`config.mk`:
```
export PLATFORM = sky130hd
export DESIGN_NAME = led_bar_meter
export DESIGN_NICKNAME = d
export VERILOG_FILES = /design/src/rtl/lbm_pkg.sv /design/src/rtl/led_bar_meter.sv
export SDC_FILE = /design/constraint.sdc
export NUM_CORES = 1
export LEC_CHECK = 0
export ABC_AREA = 1
export BUFFER_PORTS_ARGS = -buffer_cell sky130_fd_sc_hd__buf_2
export CAP_MARGIN = 20
export CELL_PAD_IN_SITES_DETAIL_PLACEMENT = 2
export CELL_PAD_IN_SITES_GLOBAL_PLACEMENT = 2
export CORE_ASPECT_RATIO = 1.5
export CORE_UTILIZATION = 39
export DETAILED_ROUTE_END_ITERATION = 16
export GPL_TIMING_DRIVEN = 0
export PLACE_DENSITY = 0.89
export REMOVE_ABC_BUFFERS = 1
export SLEW_MARGIN = 30
export SYNTH_ARGS = -nofsm -noshare
export SYNTH_HDL_FRONTEND = slang
export SYNTH_SLANG_ARGS = --single-unit
```
`constraint.sdc`:
```
create_clock -name clk -period 9.2 [get_ports clk]
set_input_delay 0.92 -clock clk [delete_from_list [all_inputs] [get_ports clk]]
set_output_delay 0.92 -clock clk [all_outputs]
set_load 0.01 [all_outputs]
```
`src/rtl/lbm_pkg.sv`:
```
`timescale 1ns / 1ps
// ----------------------------------------------------------------------------
// lbm_pkg: shared definitions for the LED bar meter
// Register indexes, field widths, sequencer states and parameter defaults.
// ----------------------------------------------------------------------------
package lbm_pkg;

  // Field widths fixed by the register map and the item formats
  localparam int VALUE_W   = 16;
  localparam int COLOR_W   = 24;
  localparam int IDX_W     = 6;
  localparam int RANGE_W   = 12;
  localparam int COUNT_W   = 3;
  localparam int CFG_IDX_W = 3;
  localparam int CFG_DATA_W = 24;

  // Span of a range is 1..64 LEDs, product and quotient width
  localparam int LEN_W  = IDX_W + 1;
  localparam int QUO_W  = VALUE_W + LEN_W;
  localparam int STEP_W = $clog2(QUO_W);

  localparam logic [VALUE_W-1:0] MAX_VALUE_RESET = VALUE_W'(100);

  // Parameter defaults
  localparam int DEF_MAX_RANGES = 4;
  localparam int DEF_LED_COUNT  = 64;
  localparam int DEF_RANGE_LEDS = 16;

  // Register indexes
  localparam logic [CFG_IDX_W-1:0] REG_MAX_VALUE   = 3'd0;
  localparam logic [CFG_IDX_W-1:0] REG_FG_COLOR    = 3'd1;
  localparam logic [CFG_IDX_W-1:0] REG_BG_COLOR    = 3'd2;
  localparam logic [CFG_IDX_W-1:0] REG_RANGE_COUNT = 3'd3;
  localparam logic [CFG_IDX_W-1:0] REG_RANGE_ZERO  = 3'd4;

  typedef enum logic [2:0] {
    ST_IDLE,
    ST_SETUP,
    ST_DIV,
    ST_EMIT,
    ST_NEXT
  } lbm_state_t;

endpackage

```
`src/rtl/led_bar_meter.sv`:
```
`timescale 1ns / 1ps
// ----------------------------------------------------------------------------
// led_bar_meter: LED bar-graph meter
// Turns each meter value into one color write per LED over the configured
// ranges, up to RANGE_LEDS each, with a shared restoring divider and sequencer.
// ----------------------------------------------------------------------------
//
//  channel  | direction | handshake               | payload
//  ---------+-----------+-------------------------+-------------------------------
//  meter    | in        | meter_valid/meter_stall | meter_value[15:0]
//  led      | out       | led_valid/led_stall     | led_index, led_color, last_write
//  cfg      | in        | cfg_we                  | cfg_index[2:0], cfg_data[23:0]
//
//  Each range takes a setup step, the divider steps (one quotient bit per
//  cycle), up to RANGE_LEDS writes and an advance step. meter_stall is high
//  from the cycle after a value is taken, when any range is set, until the
//  sequencer is back in idle, reached through ST_NEXT after its last write
//  enters the output register. led_stall holds the sequencer in the write
//  phase. Reset loads the register defaults; there is no clearing pass.
//
module led_bar_meter
  import lbm_pkg::*;
#(
  parameter int MAX_RANGES = DEF_MAX_RANGES,
  parameter int LED_COUNT  = DEF_LED_COUNT,
  parameter int RANGE_LEDS = DEF_RANGE_LEDS
) (
  input  logic                  clk,
  input  logic                  rst,
  input  logic                  meter_valid,
  output logic                  meter_stall,
  input  logic [VALUE_W-1:0]    meter_value,
  output logic                  led_valid,
  input  logic                  led_stall,
  output logic [IDX_W-1:0]      led_index,
  output logic [COLOR_W-1:0]    led_color,
  output logic                  last_write,
  input  logic                  cfg_we,
  input  logic [CFG_IDX_W-1:0]  cfg_index,
  input  logic [CFG_DATA_W-1:0] cfg_data
);

  // Configuration
  logic [VALUE_W-1:0] max_value;
  logic [COLOR_W-1:0] fg_color;
  logic [COLOR_W-1:0] bg_color;
  logic [COUNT_W-1:0] range_count;
  logic [RANGE_W-1:0] range_reg [MAX_RANGES];

  // Sequencer and datapath
  lbm_state_t         state, state_next;
  logic [VALUE_W-1:0] value;
  logic [VALUE_W-1:0] divisor;
  logic [COUNT_W-1:0] range_sel;
  logic [IDX_W-1:0]   start;
  logic               rising;
  logic [IDX_W-1:0]   idx;
  logic [IDX_W-1:0]   hi_eff;
  logic [QUO_W-1:0]   quo;
  logic [VALUE_W-1:0] rem;
  logic [STEP_W-1:0]  step;

  // Strobes from the sequencer
  logic take_item, setup, div_step, emit_fire, adv_range;

  logic [COUNT_W-1:0] cnt_eff;
  logic [RANGE_W-1:0] cur_range;
  logic [IDX_W-1:0]   cur_s, cur_e, cur_lo, cur_hi;
  logic               cur_rising;
  logic [LEN_W-1:0]   cur_len;
  logic [LEN_W-1:0]   lo_plus;
  logic [IDX_W-1:0]   hi_lim;
  logic [VALUE_W:0]   rem_sh;
  logic               div_ge;
  logic               in_strip;
  logic               out_free;
  logic               range_end;
  logic               later_emit;
  logic               last_range;
  logic [IDX_W-1:0]   led_offset;
  logic               lit;

  assign cnt_eff = (range_count > COUNT_W'(MAX_RANGES)) ? COUNT_W'(MAX_RANGES) : range_count;
  assign last_range = (range_sel == cnt_eff - COUNT_W'(1));

  // Configuration writes
  always_ff @(posedge clk) begin
    if (rst) begin
      max_value   <= MAX_VALUE_RESET;
      fg_color    <= '0;
      bg_color    <= '0;
      range_count <= '0;
      for (int j = 0; j < MAX_RANGES; j++) begin
        range_reg[j] <= '0;
      end
    end else if (cfg_we) begin
      if (cfg_index == REG_MAX_VALUE)   max_value   <= cfg_data[VALUE_W-1:0];
      if (cfg_index == REG_FG_COLOR)    fg_color    <= cfg_data[COLOR_W-1:0];
      if (cfg_index == REG_BG_COLOR)    bg_color    <= cfg_data[COLOR_W-1:0];
      if (cfg_index == REG_RANGE_COUNT) range_count <= cfg_data[COUNT_W-1:0];
      for (int j = 0; j < MAX_RANGES; j++) begin
        if (cfg_index == REG_RANGE_ZERO + CFG_IDX_W'(j)) begin
          range_reg[j] <= cfg_data[RANGE_W-1:0];
        end
      end
    end
  end

  // Current range decode
  always_comb begin
    cur_range = '0;
    for (int j = 0; j < MAX_RANGES; j++) begin
      if (range_sel == COUNT_W'(j)) cur_range = range_reg[j];
    end
  end

  assign cur_s      = cur_range[IDX_W-1:0];
  assign cur_e      = cur_range[2*IDX_W-1:IDX_W];
  assign cur_rising = cur_e > cur_s;
  assign cur_lo     = cur_rising ? cur_s : cur_e;
  assign cur_hi     = cur_rising ? cur_e : cur_s;
  assign cur_len    = {1'b0, cur_hi} - {1'b0, cur_lo} + LEN_W'(1);
  // Truncate long ranges to their first RANGE_LEDS LEDs
  assign lo_plus    = {1'b0, cur_lo} + LEN_W'(RANGE_LEDS - 1);
  assign hi_lim     = (lo_plus < {1'b0, cur_hi}) ? lo_plus[IDX_W-1:0] : cur_hi;

  // Does any later range have an LED on the strip
  always_comb begin
    logic [IDX_W-1:0] s_j, e_j, lo_j;
    later_emit = 1'b0;
    for (int j = 0; j < MAX_RANGES; j++) begin
      s_j  = range_reg[j][IDX_W-1:0];
      e_j  = range_reg[j][2*IDX_W-1:IDX_W];
      lo_j = (e_j > s_j) ? s_j : e_j;
      if (COUNT_W'(j) > range_sel && COUNT_W'(j) < cnt_eff &&
          {1'b0, lo_j} < LEN_W'(LED_COUNT)) begin
        later_emit = 1'b1;
      end
    end
  end

  // Shared divider step
  assign rem_sh = {rem, quo[QUO_W-1]};
  assign div_ge = rem_sh >= {1'b0, divisor};

  // LED walk: lit while the distance from start is below the quotient
  assign in_strip   = {1'b0, idx} < LEN_W'(LED_COUNT);
  assign out_free   = !led_valid || !led_stall;
  assign range_end  = (idx == hi_eff) || ({1'b0, idx} == LEN_W'(LED_COUNT - 1));
  assign led_offset = rising ? (idx - start) : (start - idx);
  assign lit        = {{(QUO_W-IDX_W){1'b0}}, led_offset} < quo;

  // Next state
  always_comb begin
    state_next = state;
    case (state)
      ST_IDLE:  if (meter_valid && cnt_eff != '0) state_next = ST_SETUP;
      ST_SETUP: state_next = ST_DIV;
      ST_DIV:   if (step == STEP_W'(QUO_W - 1)) state_next = ST_EMIT;
      ST_EMIT: begin
        if (!in_strip) state_next = ST_NEXT;
        else if (out_free && range_end) state_next = ST_NEXT;
      end
      ST_NEXT:  state_next = last_range ? ST_IDLE : ST_SETUP;
      default:  state_next = ST_IDLE;
    endcase
  end

  // Sequencer outputs
  always_comb begin
    take_item = 1'b0;
    setup     = 1'b0;
    div_step  = 1'b0;
    emit_fire = 1'b0;
    adv_range = 1'b0;
    case (state)
      ST_IDLE:  take_item = meter_valid;
      ST_SETUP: setup = 1'b1;
      ST_DIV:   div_step = 1'b1;
      ST_EMIT:  emit_fire = in_strip && out_free;
      ST_NEXT:  adv_range = !last_range;
      default:  ;
    endcase
  end

  assign meter_stall = (state != ST_IDLE);

  always_ff @(posedge clk) begin
    if (rst) begin
      state     <= ST_IDLE;
      range_sel <= '0;
      led_valid <= 1'b0;
    end else begin
      state <= state_next;
      if (take_item) range_sel <= '0;
      else if (adv_range) range_sel <= range_sel + COUNT_W'(1);
      if (emit_fire) led_valid <= 1'b1;
      else if (!led_stall) led_valid <= 1'b0;
    end
  end

  // Datapath
  always_ff @(posedge clk) begin
    if (take_item) begin
      value   <= meter_value;
      divisor <= (max_value == '0) ? VALUE_W'(1) : max_value;
    end
    if (setup) begin
      start  <= cur_s;
      rising <= cur_rising;
      idx    <= cur_lo;
      hi_eff <= hi_lim;
      quo    <= QUO_W'(value) * QUO_W'(cur_len);
      rem    <= '0;
      step   <= '0;
    end
    if (div_step) begin
      rem  <= div_ge ? VALUE_W'(rem_sh - {1'b0, divisor}) : rem_sh[VALUE_W-1:0];
      quo  <= {quo[QUO_W-2:0], div_ge};
      step <= step + STEP_W'(1);
    end
    if (emit_fire) begin
      led_index  <= idx;
      led_color  <= lit ? fg_color : bg_color;
      last_write <= range_end && !later_emit;
      idx        <= idx + IDX_W'(1);
    end
  end

  // Assertions
  a_rem_below_divisor: assert property (@(posedge clk) disable iff (rst)
    (state == ST_DIV) |-> (rem < divisor))
    else $error("divider remainder not below divisor");

  a_step_bound: assert property (@(posedge clk) disable iff (rst)
    (state == ST_DIV) |-> (step < STEP_W'(QUO_W)))
    else $error("divider step count overran");

  a_emit_on_strip: assert property (@(posedge clk) disable iff (rst)
    emit_fire |-> ({1'b0, idx} < LEN_W'(LED_COUNT)))
    else $error("write issued for an LED past the strip");

  a_last_ends_item: assert property (@(posedge clk) disable iff (rst)
    (emit_fire && range_end && !later_emit) |=> (state == ST_NEXT && last_write))
    else $error("final write did not end the item");

  a_busy_after_take: assert property (@(posedge clk) disable iff (rst)
    (take_item && cnt_eff != '0) |=> meter_stall)
    else $error("sequencer not busy after taking an item");

endmodule

```
; Word level (Yosys, flattened, before mapping)
; Memories as Yosys holds them, arrays and structs flattened.
; Index checks and enable logic that the tools add are counted.
; W data, S select, Z words.
[word_totals]
latchBits = 0
in_bits = 48
ramBits = 48
mem_bits_ro = 0
ff_bits = 200
n_memories = 1
elab_cells = 154
[classes]
order_cmp = 13
n_bitwise = 4
shift = 0
n_eq_ne = 22
addsub = 10
div_mod_pow = 0
n_mul = 1
reduce_logical = 27
muxes = 57
[mem_list]
columns = name, words, width, rd, rd_clocked_by_memory_dff, write_ports, line
row1 = range_reg, 4, 12, 4, 0, 4, led_bar_meter.sv:48  ; logic [RANGE_W-1:0] range_reg [MAX_RANGES];
[ops]
columns = cell, n
row1 = $mux W12, 8
row2 = $mux W16, 3
row3 = $mux W23, 2
row4 = $mux W6, 6
row5 = $mux W1, 30
row6 = $mux W24, 1
row7 = $lt A6 B23 Y1, 1
row8 = $mul A16 B7 Y23, 1
row9 = $eq A3 B2 Y1 const B, 6
row10 = $ge A17 B16 Y1, 1
row11 = $logic_not A16 Y1, 1
row12 = $sub A16 B16 Y16, 1
row13 = $eq A3 B3 Y1 const B, 5
row14 = $pmux W3 S5, 1
row15 = $mux W3, 4
row16 = $sub A6 B6 Y6, 2
row17 = $mux W5, 2
row18 = $eq A3 B1 Y1 const B, 3
row19 = $logic_not A3 Y1, 3
row20 = $reduce_and A2 Y1, 4
row21 = $add A6 B4 Y7 const B, 1
row22 = $add A7 B1 Y7 const B, 1
row23 = $logic_and A1 B1 Y1, 7
row24 = $lt A7 B6 Y1, 1
row25 = 24 further kinds, 39

; Longest topological paths before layout
[depth]
ltp_word = 12
ltp_mapped = 55

; Least setup slack after synthesis
; No wires, ideal clock.
[synth_timing]
path_kind = register -> register
start = register range_sel[0]
end = register quo[18], data pin
path_stages_with_launch = 47
required_ps = 8947
period_less_slack_ps = 8368
arrival_time_ps = 8115
n_path_buf = 4
setup_time_ps = 253
setup_slack_ps = 832
path_cell_list = dfxtp_1 -> buf_2 -> inv_1 -> ha_1 -> clkbuf_1 -> nand3_1 -> nand2_1 -> o211ai_1 -> a21oi_2 -> inv_1 -> ha_1 -> nand2_1 -> nor2_1 -> nand2_1 -> nand3_1 -> nand2_1 -> buf_2 -> o21ai_0 -> (+11 left out) -> nor2_2 -> fa_1 -> inv_1 -> fa_1 -> inv_1 -> fa_1 -> inv_1 -> fa_1 -> inv_1 -> ha_1 -> a21oi_1 -> o21a_1 -> nand2_1 -> a21boi_0 -> o21bai_1 -> or2_2 -> nand3_1 -> nand2_1
[synth_via]
elab_chain_len = 12
elab_cells_between_ends = 16
classes_between = 2 x add/sub / 1 x mul / 1 x order compare / 3 x eq/ne / 8 x mux / 1 x reduce/logical
[synth_lines]
columns = element, line
row1 = "start, declared", led_bar_meter.sv:54  ; logic [COUNT_W-1:0] range_sel;
row2 = "start signal, assigned", led_bar_meter.sv:196  ; else if (adv_range) range_sel <= range_sel + COUNT_W'(1);
row3 = $logic_not A3 Y1, led_bar_meter.sv:113  ; if (range_sel == COUNT_W'(j)) cur_range = range_reg[j];
row4 = $mux W12 (3 in a row), led_bar_meter.sv:113
row5 = $mux W12 *, led_bar_meter.sv:113
row6 = via cur_range[4], led_bar_meter.sv:67  ; logic [RANGE_W-1:0] cur_range;
row7 = $gt A6 B6 Y1, led_bar_meter.sv:119  ; assign cur_rising = cur_e > cur_s;
row8 = "$mux W6, on equally long branches", "led_bar_meter.sv:121, led_bar_meter.sv:120"
row9 = $sub A6 B6 Y7 *, led_bar_meter.sv:122  ; assign cur_len = {1'b0, cur_hi} - {1'b0, cur_lo} + LEN_W'(1);
row10 = $add A7 B1 Y7 *, led_bar_meter.sv:122
row11 = $mul A16 B7 Y23 *, led_bar_meter.sv:213  ; quo <= QUO_W'(value) * QUO_W'(cur_len);
row12 = $mux W23 *, led_bar_meter.sv:208  ; if (setup) begin
row13 = $mux W23 *, led_bar_meter.sv:217  ; if (div_step) begin
row14 = "end signal, assigned", led_bar_meter.sv:213
row15 = "end signal, assigned", led_bar_meter.sv:219  ; quo <= {quo[QUO_W-2:0], div_ge};
row16 = "end, declared", led_bar_meter.sv:59  ; logic [QUO_W-1:0] quo;
; The timed path passes the listed nets; every way through them passes the cells marked *. The select of a mux whose other input is x is not followed.
; A chain may end at the register's enable or synchronous reset.

; Final worst setup path
[layout_timing]
start = register range_sel[1]
end = register quo[11], data pin
[layout_via]
elab_chain_len = 12
elab_cells_between_ends = 16
classes_between = 2 x add/sub / 1 x mul / 1 x order compare / 3 x eq/ne / 8 x mux / 1 x reduce/logical
[layout_lines]
columns = element, line
row1 = $logic_not A3 Y1, led_bar_meter.sv:113
row2 = $mux W12 (3 in a row), led_bar_meter.sv:113
row3 = $mux W12 *, led_bar_meter.sv:113
row4 = $gt A6 B6 Y1, led_bar_meter.sv:119
row5 = "$mux W6, on equally long branches", "led_bar_meter.sv:121, led_bar_meter.sv:120"
row6 = $sub A6 B6 Y7 *, led_bar_meter.sv:122
row7 = $add A7 B1 Y7 *, led_bar_meter.sv:122
row8 = $mul A16 B7 Y23 *, led_bar_meter.sv:213
row9 = $mux W23 *, led_bar_meter.sv:208
row10 = $mux W23 *, led_bar_meter.sv:217
; Every way passes the cells marked *; elsewhere a longest branch is shown, timed or not. The select of a mux whose other input is x is not followed.

==> metrics.cfg <==
[cells_and_area]
areaGrowthSynthToFinish_pct = 15.8
n_antenna_cell = 0
largest_reg_flops = 48
post-route-util_pct = 45.9
stdcell_count = 2482
final_area_sq_um = 18500
layout-drive-gt1-share_pct = 14.6
nNetsFinal = 2175

[clocking]
numCtsBuffers = 28
ctsLongestPathBuffers = 3
clkLatencyLatePin_ns = 0.58
cts.htree.levels = 1
cts-root-buf = clkbuf_16
clock_sinks = 248
cts_tree = built
path_clk_slew_ns = 0.07

[detailed_routing]
drtPass1Iterations = 5
wire_per_inst_microns = 27.0
drtAntennaViolNets = 0
drcViolationCount = 0
avgViaCountPerCell = 5.66
drtIter0Drc = 771
routed-via-count = 14050
wl_mm = 67.0

[worst_setup_path]
critPathSlowestCell = xnor2_2
reg2reg_to = quo[11]
cp.depth = 44
critPathMaxFanout = 11
critPathBufInv = 12
reg2reg_depth = 44
endpoint = quo[11]
r2r-start = range_sel[1]
arrival_ns = 9.77
cpMostUsedCell = nand2_1
crit_type = reg -> reg
r2r_setup_slack_ns = -0.28
crit_family = adder cells
crit_start = range_sel[1]
end_kind = register
critPathLaunchType = register
crit_required_ns = 9.50
worst_path_largest_cell_delay_ns = 0.57

[placement]
dp_cells = 2391
dp_hpwl_mm = 40.4
place_area_sq_um = 17000
port_buffers = 80
place_congestion = 0.846

[floorplan]
die_x_microns = 167
die_h_microns = 250
initial_core_util_pct = 39.7
ioPinCount = 81
rows = 90
dieArea_sq_um = 41800
core_sq_um = 40300

[sta]
holdWs_ns = 0.481
fin_ws_ns = -0.275
setup_viol = 10
slew_headroom_pct = 39.3
slew_violations = 0
hold_viol_final = 0
period_share_pct = 103
skew_ns = 0.0213
tightest_slew_ns = 0.910
layout_min_cycle_time_ns = 9.48
fmax_ghz = 0.106

[outcome]
violations = setup timing
status = finished with violations

[global_route]
grt_pass1_vias = 15505
grt_max_degree = 73
grt_antenna_before_repair = 0
grt_pass1_wl_mm = 89.0
grt.total_usage_pct = 27.6
grt_overflow = 0

[synthesis]
synth_top_area_share_pct = 32.7
avgSynthCellArea_sq_um = 8.58
synth-main-ff-cell = edfxtp_1
yosysWarnings = 0
synth_area_leaders = edfxtp_1 33%, dfxtp_1 9.3%, fa_1 9.1%
synth_top_area_cell = edfxtp_1
ys_seq_area_share_pct = 41.9
syn_inst = 1865
async_flop_share_pct = 0
synth_cell_type_count = 55
synth-seq-cells = 248
syn-cell-area_sq_um = 16000
synth-edff-count = 174

[job]
drv_cap = 0

[min_path]
hold_class = reg -> reg

==> layer usage <==
metal	GRT usage, %	vias to the layer above	wire, microns
met2	56.1	461	37400
met1	27.8	7176	22800
met3	2.66	243	2250
met5	0	-	0
li1	-	6170	-
met4	11.8	0	4580
==> cell families after synthesis <==
| kind of cell | Yosys count | synth area share [%] |
|---|---|---|
| simple gates | 679 | 18.1 |
| fa+ha+maj | 171 | 16.8 |
| xor+xnor | 47 | 2.57 |
| buf+inv | 398 | 9.67 |
| compound gates | 322 | 10.9 |
| flops | 248 | 41.9 |
==> placed cells by master, fill, tap and decap left out, types with 7 or more instances in the layout <==
cell type,netlist,routed
fa_1,73,73
clkbuf_16,0,28
ha_2,0,7
buf_4,1,36
inv_2,7,7
nand2_1,320,313
nand3_1,70,68
o21ai_2,4,8
inv_1,319,314
nand2_2,11,15
nor2_1,205,195
xor2_1,23,23
buf_2,5,81
dfxtp_1,74,71
clkbuf_1,57,7
nor2_2,10,15
a21oi_1,104,96
o21ai_0,168,156
nor3_1,9,8
nor4_1,10,8
o21ai_1,9,17
xnor2_1,24,23
nand2_4,6,9
nand4_1,11,11
edfxtp_1,174,174
ha_1,98,86
==> cell usage after synthesis (all sizes together) (2+ instances only) <==
library cell  count
nand2           337
inv             327
nor2            216
o21ai           182
edfxtp          174
a21oi           105
ha               98
dfxtp            74
nand3            74
fa               73
clkbuf           58
xnor2            24
xor2             23
nand4            12
buf              11
nor4             10
or2              10
nor3              9
nand3b            6
o211ai            6
a21o              4
a31oi             4
o21a              4
o21bai            4
a211oi            3
a21boi            3
a311oi            2
and2              2
clkinv            2
nor3b             2
o31ai             2
==> tightest hold or removal path: cells and delay by family, from the launching register on <==
| kind | cells | cell delay [ns] |
|---|---|---|
| flip-flops | 1 | 0.30 |
| AO/OA/AOI/OAI | 1 | 0.06 |
| buffers and inverters | 1 | 0.07 |
==> worst min-delay path by stage <==
stage,startpoint,to,slack [ns],cells after the start
6_report,bg_color[12],bg_color[12],0.48,2
4_1_cts,bg_color[12],bg_color[12],0.47,2
3_5_place_dp,bg_color[23],bg_color[23],0.45,2
5_1_grt,bg_color[21],bg_color[21],0.49,2
2_1_floorplan,max_value[15],divisor[15],0.43,0
3_3_place_gp,bg_color[13],bg_color[13],0.43,2
==> final cells by class <==
type	instances	area (sq um)
inverter	329	1260
tap	506	633
timing repair buffer	128	907
multi-input combinational	1221	8110
fill	4360	21800
clock buffer	39	782
clock inverter	11	113
sequential	248	6720
==> timing repair <==
item                                   4_1_cts  5_1_grt
setup endpoints to repair                   17       15
endpoints found under the hold margin        0        0
hold buffers                                 0        0
setup buffers                                8       31
gates cloned                                 1        1
pin swaps                                    4       17
gates resized for setup                     32       46
==> stage by stage <==
| step | worst slack, ns | TNS (ns) |
|---|---|---|
| floorplan | 0.718 | 0 |
| global placement | -1.48 | -19.11 |
| detailed placement | -1.91 | -24.23 |
| CTS | -0.0129 | -0.0144 |
| global route | -0.499 | -3.88 |
| finish | -0.275 | -1.26 |
Power is left out: the tool's default activity adds up to more than one toggle a clock period on the data nets, which glitch-free logic cannot reach.
